[config.mk]
export PLATFORM = sky130hd
export DESIGN_NAME = restricted_circular_deque
export DESIGN_NICKNAME = d
export VERILOG_FILES = /design/src/hdl/rdq_pkg.sv /design/src/hdl/rdq_ram.sv /design/src/hdl/rdq_ctrl.sv /design/src/hdl/restricted_circular_deque.sv
export SDC_FILE = /design/constraint.sdc
export NUM_CORES = 2
export LEC_CHECK = 0
export BUFFER_PORTS_ARGS = -buffer_cell sky130_fd_sc_hd__buf_2
export CAP_MARGIN = 40
export CORE_MARGIN = 5
export CORE_UTILIZATION = 35
export DETAILED_ROUTE_END_ITERATION = 10
export PLACE_DENSITY_LB_ADDON = 0.12
export SYNTH_ARGS = -nofsm -noshare
export SYNTH_HDL_FRONTEND = slang
export SYNTH_HIERARCHICAL = 1
export SYNTH_SLANG_ARGS = --single-unit
[constraint.sdc]
create_clock -name clk -period 6.1 [get_ports clk]
set_input_delay 1.22 -clock clk [delete_from_list [all_inputs] [get_ports clk]]
set_output_delay 1.22 -clock clk [all_outputs]
set_load 0.05 [all_outputs]
[src/hdl/rdq_pkg.sv]
`default_nettype none
package rdq_pkg;

	localparam int DATA_W   = 32;
	localparam int OCC_W    = 8;
	localparam int CFG_IDX_W = 2;
	localparam int CFG_DATA_W = 8;

	localparam logic [CFG_IDX_W-1:0] CFG_RESTRICT_MODE = 2'd0;
	localparam logic [CFG_IDX_W-1:0] CFG_CAPACITY      = 2'd1;

	localparam logic MODE_INPUT_RESTRICTED  = 1'b0;
	localparam logic MODE_OUTPUT_RESTRICTED = 1'b1;

	typedef enum logic [1:0] {
		OP_INS_RIGHT = 2'd0,
		OP_INS_LEFT  = 2'd1,
		OP_POP_LEFT  = 2'd2,
		OP_POP_RIGHT = 2'd3
	} op_t;

	typedef enum logic [1:0] {
		ST_OK     = 2'd0,
		ST_FULL   = 2'd1,
		ST_EMPTY  = 2'd2,
		ST_DENIED = 2'd3
	} status_t;

	typedef struct packed {
		op_t                      op;
		logic signed [DATA_W-1:0] data_in;
	} in_t;

	typedef struct packed {
		status_t                  status;
		logic signed [DATA_W-1:0] data_out;
		logic [OCC_W-1:0]         occupancy;
	} out_t;

	// per-item result from the pointer unit to the output stage
	typedef struct packed {
		status_t          status;
		logic             pop_ok;
		logic [OCC_W-1:0] occupancy;
	} res_t;

endpackage
`default_nettype wire

[src/hdl/rdq_ram.sv]
`default_nettype none
module rdq_ram #(
	parameter int WIDTH = 32,
	parameter int DEPTH = 128
) (
	input  wire logic                     clk,
	input  wire logic                     we,
	input  wire logic [$clog2(DEPTH)-1:0] waddr,
	input  wire logic [WIDTH-1:0]         wdata,
	input  wire logic                     re,
	input  wire logic [$clog2(DEPTH)-1:0] raddr,
	output logic      [WIDTH-1:0]         rdata
);

	logic [WIDTH-1:0] mem [DEPTH];

	always_ff @(posedge clk) begin
		if (we) begin
			mem[waddr] <= wdata;
		end
		if (re) begin
			rdata <= mem[raddr];
		end
	end

endmodule
`default_nettype wire

[src/hdl/rdq_ctrl.sv]
`default_nettype none
module rdq_ctrl #(
	parameter int DEPTH = 128
) (
	input  wire logic                                clk,
	input  wire logic                                arst_n,
	input  wire logic                                cfg_valid,
	input  wire logic [rdq_pkg::CFG_IDX_W-1:0]       cfg_index,
	input  wire logic [rdq_pkg::CFG_DATA_W-1:0]      cfg_data,
	input  wire logic                                accept,
	input  wire rdq_pkg::op_t                        op,
	output rdq_pkg::res_t                            res,
	output logic                                     ram_we,
	output logic [$clog2(DEPTH)-1:0]                 ram_waddr,
	output logic [$clog2(DEPTH)-1:0]                 ram_raddr
);

	localparam int IW = $clog2(DEPTH);
	localparam logic [7:0] CAP_MAX  = (DEPTH > 255) ? 8'd255 : 8'(DEPTH);
	localparam logic [7:0] RST_CAP  = (DEPTH < 128) ? 8'(DEPTH) : 8'd128;
	localparam logic [IW-1:0] RST_LAST = IW'(RST_CAP - 8'd1);

	logic          mode_q;
	logic [7:0]    cap_eff_q;
	logic [IW-1:0] last_q;
	logic [7:0]    count_q;
	logic [IW-1:0] left_q;
	logic [IW-1:0] right_q;

	logic [7:0]    cfg_cap;
	logic [IW-1:0] left_inc, left_dec, right_inc, right_dec;
	logic          allowed, full, empty;

	logic [7:0]    count_d;
	logic [IW-1:0] left_d, right_d;

	// effective capacity of a written value
	always_comb begin
		if (cfg_data == 8'd0) begin
			cfg_cap = 8'd1;
		end else if (cfg_data > CAP_MAX) begin
			cfg_cap = CAP_MAX;
		end else begin
			cfg_cap = cfg_data;
		end
	end

	assign left_inc  = (left_q == last_q) ? '0 : left_q + 1'b1;
	assign left_dec  = (left_q == '0) ? last_q : left_q - 1'b1;
	assign right_inc = (right_q == last_q) ? '0 : right_q + 1'b1;
	assign right_dec = (right_q == '0) ? last_q : right_q - 1'b1;

	assign full  = (count_q >= cap_eff_q);
	assign empty = (count_q == 8'd0);

	always_comb begin
		if (mode_q == rdq_pkg::MODE_INPUT_RESTRICTED) begin
			allowed = (op != rdq_pkg::OP_INS_LEFT);
		end else begin
			allowed = (op != rdq_pkg::OP_POP_RIGHT);
		end
	end

	always_comb begin
		res.status    = rdq_pkg::ST_OK;
		res.pop_ok    = 1'b0;
		count_d       = count_q;
		left_d        = left_q;
		right_d       = right_q;
		ram_we        = 1'b0;
		ram_waddr     = right_inc;
		ram_raddr     = left_q;
		unique case (op)
			rdq_pkg::OP_INS_RIGHT: begin
				ram_waddr = right_inc;
				if (!allowed) begin
					res.status = rdq_pkg::ST_DENIED;
				end else if (full) begin
					res.status = rdq_pkg::ST_FULL;
				end else begin
					ram_we  = accept;
					right_d = right_inc;
					count_d = count_q + 8'd1;
				end
			end
			rdq_pkg::OP_INS_LEFT: begin
				ram_waddr = left_dec;
				if (!allowed) begin
					res.status = rdq_pkg::ST_DENIED;
				end else if (full) begin
					res.status = rdq_pkg::ST_FULL;
				end else begin
					ram_we  = accept;
					left_d  = left_dec;
					count_d = count_q + 8'd1;
				end
			end
			rdq_pkg::OP_POP_LEFT: begin
				ram_raddr = left_q;
				if (!allowed) begin
					res.status = rdq_pkg::ST_DENIED;
				end else if (empty) begin
					res.status = rdq_pkg::ST_EMPTY;
				end else begin
					res.pop_ok = 1'b1;
					left_d     = left_inc;
					count_d    = count_q - 8'd1;
				end
			end
			rdq_pkg::OP_POP_RIGHT: begin
				ram_raddr = right_q;
				if (!allowed) begin
					res.status = rdq_pkg::ST_DENIED;
				end else if (empty) begin
					res.status = rdq_pkg::ST_EMPTY;
				end else begin
					res.pop_ok = 1'b1;
					right_d    = right_dec;
					count_d    = count_q - 8'd1;
				end
			end
			default: begin
				res.status = rdq_pkg::ST_DENIED;
			end
		endcase
		res.occupancy = count_d;
	end

	always_ff @(posedge clk or negedge arst_n) begin
		if (!arst_n) begin
			mode_q    <= rdq_pkg::MODE_INPUT_RESTRICTED;
			cap_eff_q <= RST_CAP;
			last_q    <= RST_LAST;
			count_q   <= 8'd0;
			left_q    <= '0;
			right_q   <= RST_LAST;
		end else if (cfg_valid) begin
			if (cfg_index == rdq_pkg::CFG_RESTRICT_MODE) begin
				mode_q <= cfg_data[0];
			end else if (cfg_index == rdq_pkg::CFG_CAPACITY) begin
				cap_eff_q <= cfg_cap;
				last_q    <= IW'(cfg_cap - 8'd1);
				count_q   <= 8'd0;
				left_q    <= '0;
				right_q   <= IW'(cfg_cap - 8'd1);
			end
		end else if (accept) begin
			count_q <= count_d;
			left_q  <= left_d;
			right_q <= right_d;
		end
	end

`ifndef SYNTHESIS
	a_count_bound: assert property (@(posedge clk) disable iff (!arst_n)
		count_q <= cap_eff_q)
		else $error("count above capacity");

	a_empty_ptrs: assert property (@(posedge clk) disable iff (!arst_n)
		count_q == 8'd0 |-> right_q == left_dec)
		else $error("empty deque with misaligned ends");

	a_insert_count: assert property (@(posedge clk) disable iff (!arst_n)
		accept && !cfg_valid && res.status == rdq_pkg::ST_OK &&
		(op == rdq_pkg::OP_INS_RIGHT || op == rdq_pkg::OP_INS_LEFT)
		|=> count_q == $past(count_q) + 8'd1)
		else $error("insert did not grow count");

	a_fail_hold: assert property (@(posedge clk) disable iff (!arst_n)
		accept && !cfg_valid && res.status != rdq_pkg::ST_OK
		|=> $stable(count_q) && $stable(left_q) && $stable(right_q))
		else $error("failed operation changed state");
`endif

endmodule
`default_nettype wire

[src/hdl/restricted_circular_deque.sv]
// restricted_circular_deque
// Double-ended queue of signed 32-bit words held in one synchronous RAM.
// in channel: in_valid/in_stall with in_data (op, data_in); an item transfers
// at a clock edge with in_valid high and in_stall low.
// out channel: out_valid/out_stall with out_data (status, data_out, occupancy);
// one result per item, in order.
// cfg channel: cfg_valid/cfg_ready with cfg_index and cfg_data; index 0 is the
// restrict mode, index 1 the capacity (writing it empties the deque). Other
// indexes are ignored. cfg_ready is always high; write only while idle.
// Pipeline: the RAM read and res_s1 are registered at the input transfer, and
// the output register takes them over once it is empty or not stalled.
// Throughput: one item per cycle while in_stall is low; pointers and count
// update at the input transfer, so a pop right after an insert reads the
// written word. When out_stall holds a result, one more item is taken into
// the read stage and then in_stall rises until the output register drains.
// Reset: mode input restricted, capacity 128 (or DEPTH if smaller), empty.
// RAM contents are not cleared; only written entries ever reach data_out.
`default_nettype none
module restricted_circular_deque #(
	parameter int DEPTH = 128
) (
	input  wire logic                               clk,
	input  wire logic                               arst_n,
	input  wire logic                               in_valid,
	output logic                                    in_stall,
	input  wire rdq_pkg::in_t                       in_data,
	output logic                                    out_valid,
	input  wire logic                               out_stall,
	output rdq_pkg::out_t                           out_data,
	input  wire logic                               cfg_valid,
	output logic                                    cfg_ready,
	input  wire logic [rdq_pkg::CFG_IDX_W-1:0]      cfg_index,
	input  wire logic [rdq_pkg::CFG_DATA_W-1:0]     cfg_data
);

	localparam int IW = $clog2(DEPTH);

	logic                       accept;
	logic                       advance;
	rdq_pkg::res_t              res;
	logic                       ram_we;
	logic [IW-1:0]              ram_waddr;
	logic [IW-1:0]              ram_raddr;
	logic [rdq_pkg::DATA_W-1:0] ram_rdata;

	logic                       s1_valid_q;
	rdq_pkg::res_t              res_s1;
	logic                       out_valid_q;
	rdq_pkg::out_t              out_data_q;

	assign cfg_ready = 1'b1;
	assign advance   = !out_valid_q || !out_stall;
	assign in_stall  = s1_valid_q && !advance;
	assign accept    = in_valid && !in_stall;

	rdq_ctrl #(
		.DEPTH(DEPTH)
	) u_ctrl (
		.clk       (clk),
		.arst_n    (arst_n),
		.cfg_valid (cfg_valid && cfg_ready),
		.cfg_index (cfg_index),
		.cfg_data  (cfg_data),
		.accept    (accept),
		.op        (in_data.op),
		.res       (res),
		.ram_we    (ram_we),
		.ram_waddr (ram_waddr),
		.ram_raddr (ram_raddr)
	);

	rdq_ram #(
		.WIDTH(rdq_pkg::DATA_W),
		.DEPTH(DEPTH)
	) u_ram (
		.clk   (clk),
		.we    (ram_we),
		.waddr (ram_waddr),
		.wdata (in_data.data_in),
		.re    (accept),
		.raddr (ram_raddr),
		.rdata (ram_rdata)
	);

	always_ff @(posedge clk or negedge arst_n) begin
		if (!arst_n) begin
			s1_valid_q  <= 1'b0;
			out_valid_q <= 1'b0;
		end else begin
			if (!in_stall) begin
				s1_valid_q <= in_valid;
			end
			if (advance) begin
				out_valid_q <= s1_valid_q;
			end
		end
	end

	always_ff @(posedge clk) begin
		if (accept) begin
			res_s1 <= res;
		end
		if (advance && s1_valid_q) begin
			out_data_q.status    <= res_s1.status;
			out_data_q.data_out  <= res_s1.pop_ok ? ram_rdata : '0;
			out_data_q.occupancy <= res_s1.occupancy;
		end
	end

	assign out_valid = out_valid_q;
	assign out_data  = out_data_q;

endmodule
`default_nettype wire

==> summary.txt <==
Floorplanning
  – I/O pins: 94
  – CORE AREA: 463,000 µm²
  – Die H: approximately 690 µm
  – Overall die width: just under 700 µm
  – Starting density of the core: 0.351
  – Site row count: 250
  – Die Footprint: between 400,000 and 500,000 µm²

STA
  – Layout Skew: 0.0792 ns
  – Slew @ Worst Pin: 0.986 ns
  – Final slew viol count: 0
  – Unrepaired setup endpoints after global routing: false
  – Slew headroom: 0.343
  – Final setup vio count: 0
  – Final cycle utilization of the critical path: 0.822
  – F_max: 0.200 GHz
  – Min Tclk post-route: about 5.0 ns
  – Final setup TNS: 0 ns
  – Fin. Hold Viols: 0
  – Smallest hold slack: 0.298 ns

Clock network
  – Clock buffer depth: 4
  – Clock Sinks: 4,221
  – CTS H-tree lvls: 5
  – Clk_lat worst skew: between 1 and 1.5 ns
  – CTS tree: built
  – Hold-fix buffers, CTS: 0
  – Total CTS buffers: 455
  – Root buffer cell: clkbuf_16
  – Postcts setup bufs: 0
  – Cts repair resizes: 0
  – Clk slew on worst S/H paths: 0.07 ns

GRT
  – Antenna violations before repair: 78
  – Remaining Overflow, GRT: 0
  – Vias in the first global route: roughly 78,000
  – Gr usage total: 0.209
  – Largest net degree at the start of global routing: 122
  – Global-route wire length before repair: 686,000 µm

Route
  – # DRC: 0
  – DRT Pass-1 Iters: 6
  – Vias: between 70,000 and 80,000
  – Vias per cell: 5.60
  – DR iter-0 viols: approximately 9,000
  – Wire length per cell: 36.9 µm
  – DRT Wirelength: 506,000 µm
  – Antenna-violating nets left: 0

Worst setup path
  – CP Max Fanout: 68
  – Top cell by count, worst path: mux4_2
  – Crit Reg-Reg Startpoint: u_ctrl/count_q[2]
  – Max stage delay on crit path: 0.65 ns
  – Setup CP Type: in -> reg
  – Worst EP arrival: 5.73 ns
  – Crit path capture type: register
  – Master of the slowest instance on the critical path: mux4_2
  – Reg2Reg Depth: 10
  – Crit-path cells: buf_2, and2_1, nand2_1, o21ai_4, buf_12, buf_12, buf_4, mux4_2, mux4_2, mux4_2, mux2_2
  – Worst flop-to-flop path endpoint: u_ram/mem[10][27]
  – Startpoint class of the critical path: primary input
  – Setup slack, reg-to-reg: 1.10 ns
  – Required @ worst endpoint: 6.82 ns

Logic synthesis
  – Synth area leaders: edfxtp_1 77%, mux4_2 19%, clkbuf_1 0.48%
  – Async S/R FF share, synth: 0.00948
  – Syn avg cell area: 24.7 µm²
  – Number of flops mapped to enable cells by yosys: between 4,000 and 5,000
  – Synth Flop Type: edfxtp_1
  – Unique masters post-synth: 73
  – Synth warnings: 6
  – Yosys reg bits: between 4,000 and 5,000
  – Sequential cell area fraction in the yosys report: 0.780
  – Cell count after synthesis: around 6,600
  – Biggest area consumer among synthesized cells: edfxtp_1
  – Net Count, Synth: 6,625
  – Top cell type's share of synthesized area: 0.774
  – Post-Syn Area: around 160,000 µm²

Hold path
  – Min-delay worst type: in -> async

Placed design
  – Input/output buffers: 92
  – Final GP Congestion: 0.787
  – Placed Area: 176,000 µm²
  – DP Wirelength: 289,000 µm

Run status
  – Run status: completed

Layout
  – Leading cell type in the layout, fill and taps excluded: edfxtp_1
  – Finished Cell Area: between 150,000 and 200,000 µm²
  – Commonest non-fill, non-tap cells in the layout: 4,181 x edfxtp_1, 1,344 x mux4_2, 459 x clkbuf_16
  – Fraction of layout cells with a size suffix above 1: 0.362
  – Layout net count: 7,220
  – P&R area growth vs syn: 17.4%

Flow run
  – Max Cap Viol: 0

Power and ir drop
  – Pleak: 57.5 nW
  – Power Total: just over 80 mW
  – Power per cell area: 432 nW/µm²
  – Peak VDD IR: 333 µV
[per-layer routing]
| layer | track usage | part of all wire |
|---|---|---|
| met1 | 0.309 | 0.45 |
| met2 | 0.329 | 0.47 |
| met3 | 0.0389 | 0.070 |
| met4 | 0.0333 | 0.016 |
| met5 | 0 | 0.00023 |
[cells in the mapped netlist, types with 3 or more instances]
library cell / count
a211oi_1: 5
a21o_1: 4
a21oi_1: 27
a221oi_1: 5
a22o_1: 5
a2bb2oi_1: 6
a31oi_1: 6
and2_1: 3
and2_2: 32
and3_1: 4
buf_1: 51
buf_2: 82
buf_4: 7
buf_6: 6
clkbuf_1: 207
clkbuf_2: 3
dfrtp_1: 25
dfstp_2: 15
edfxtp_1: 4181
ha_1: 17
inv_1: 25
mux2_2: 35
mux2i_1: 3
mux4_2: 1344
nand2_1: 74
nand2b_1: 7
nand3_1: 35
nand3b_1: 7
nand4_1: 8
nor2_1: 149
nor2b_1: 9
nor3_1: 18
nor3b_1: 5
nor4_1: 5
o211ai_1: 3
o21ai_0: 36
o21ai_1: 10
o22ai_1: 10
or3_1: 4
xnor2_1: 24
xor2_1: 17
[stage by stage]
| step | util | worst slack, ns | std cells |
|---|---|---|---|
| 2_1_floorplan | - | 0.0624 | 6559 |
| 3_3_place_gp | 0.379 | -0.00172 | 12900 |
| 3_5_place_dp | 0.379 | 0.0750 | 12900 |
| 4_1_cts | 0.411 | 1.10 | 13700 |
| 5_1_grt | 0.412 | 0.928 | 13700 |
| 6_report | 0.412 | 1.09 | 13700 |
[cell families after synthesis]
family | count (synthesis) | synth area share
multiplexers | 1382 | 0.189
adder cells (fa/ha/maj) | 17 | 0.00131
buffers and inverters | 383 | 0.00996
AND/OR/NAND/NOR | 371 | 0.0110
AO/OA/AOI/OAI | 143 | 0.00576
flip-flops | 4221 | 0.780
XOR/XNOR | 41 | 0.00221
other | 1 | 0.0000231
[how the worst max path moves through the flow]
stage	from	end	slack, ns	cells past startpoint
after floorplan	out_stall	u_ram/mem[98][0]	0.06	6
after CTS	u_ctrl/count_q[2]	u_ram/mem[10][27]	1.10	10
after detailed placement	in_data[33]	u_ram/rdata[10]	0.07	11
final	in_data[33]	u_ram/rdata[10]	1.09	11
after global placement	in_data[33]	u_ram/rdata[10]	-0.002	11
after global routing	u_ctrl/count_q[2]	u_ram/mem[10][27]	0.93	10
[critical path: cells and delay by family]
family	cells	cell delay [ns]
buffers and inverters	4	1.31
AND/OR/NAND/NOR	2	0.64
AO/OA/AOI/OAI	1	0.14
multiplexers	4	2.12
[area by class of cell]
class / count / area [µm²]
Antenna cell: 21 / 52.6
Tap cell: 6174 / 7720
Multi-Input combinational cell: 1955 / 35000
Clock buffer: 540 / 11800
Timing Repair Buffer: 494 / 6210
Fill cell: 39800 / 272000
Clock inverter: 295 / 2940
Inverter: 27 / 101
Sequential cell: 4221 / 127000
[registers in the layout, summed over array words and instances, names as in the netlist]
name and flops:
out_data 42, out_valid 1, res_s1 11, s1_valid_q 1
u_ctrl/cap_eff_q 8, u_ctrl/count_q 8, u_ctrl/last_q 7, u_ctrl/left_q 7
u_ctrl/mode_q 1, u_ctrl/right_q 7, u_ram/mem 4096, u_ram/rdata 32
[report_power, final]
group,leakage (nW),internal (mW),switching [mW]
clock network,7.22,15.9,11.5
logic,12.2,9.17,12.6
registers,38.1,32.5,0.548
Power figures use the tool's default switching activity.
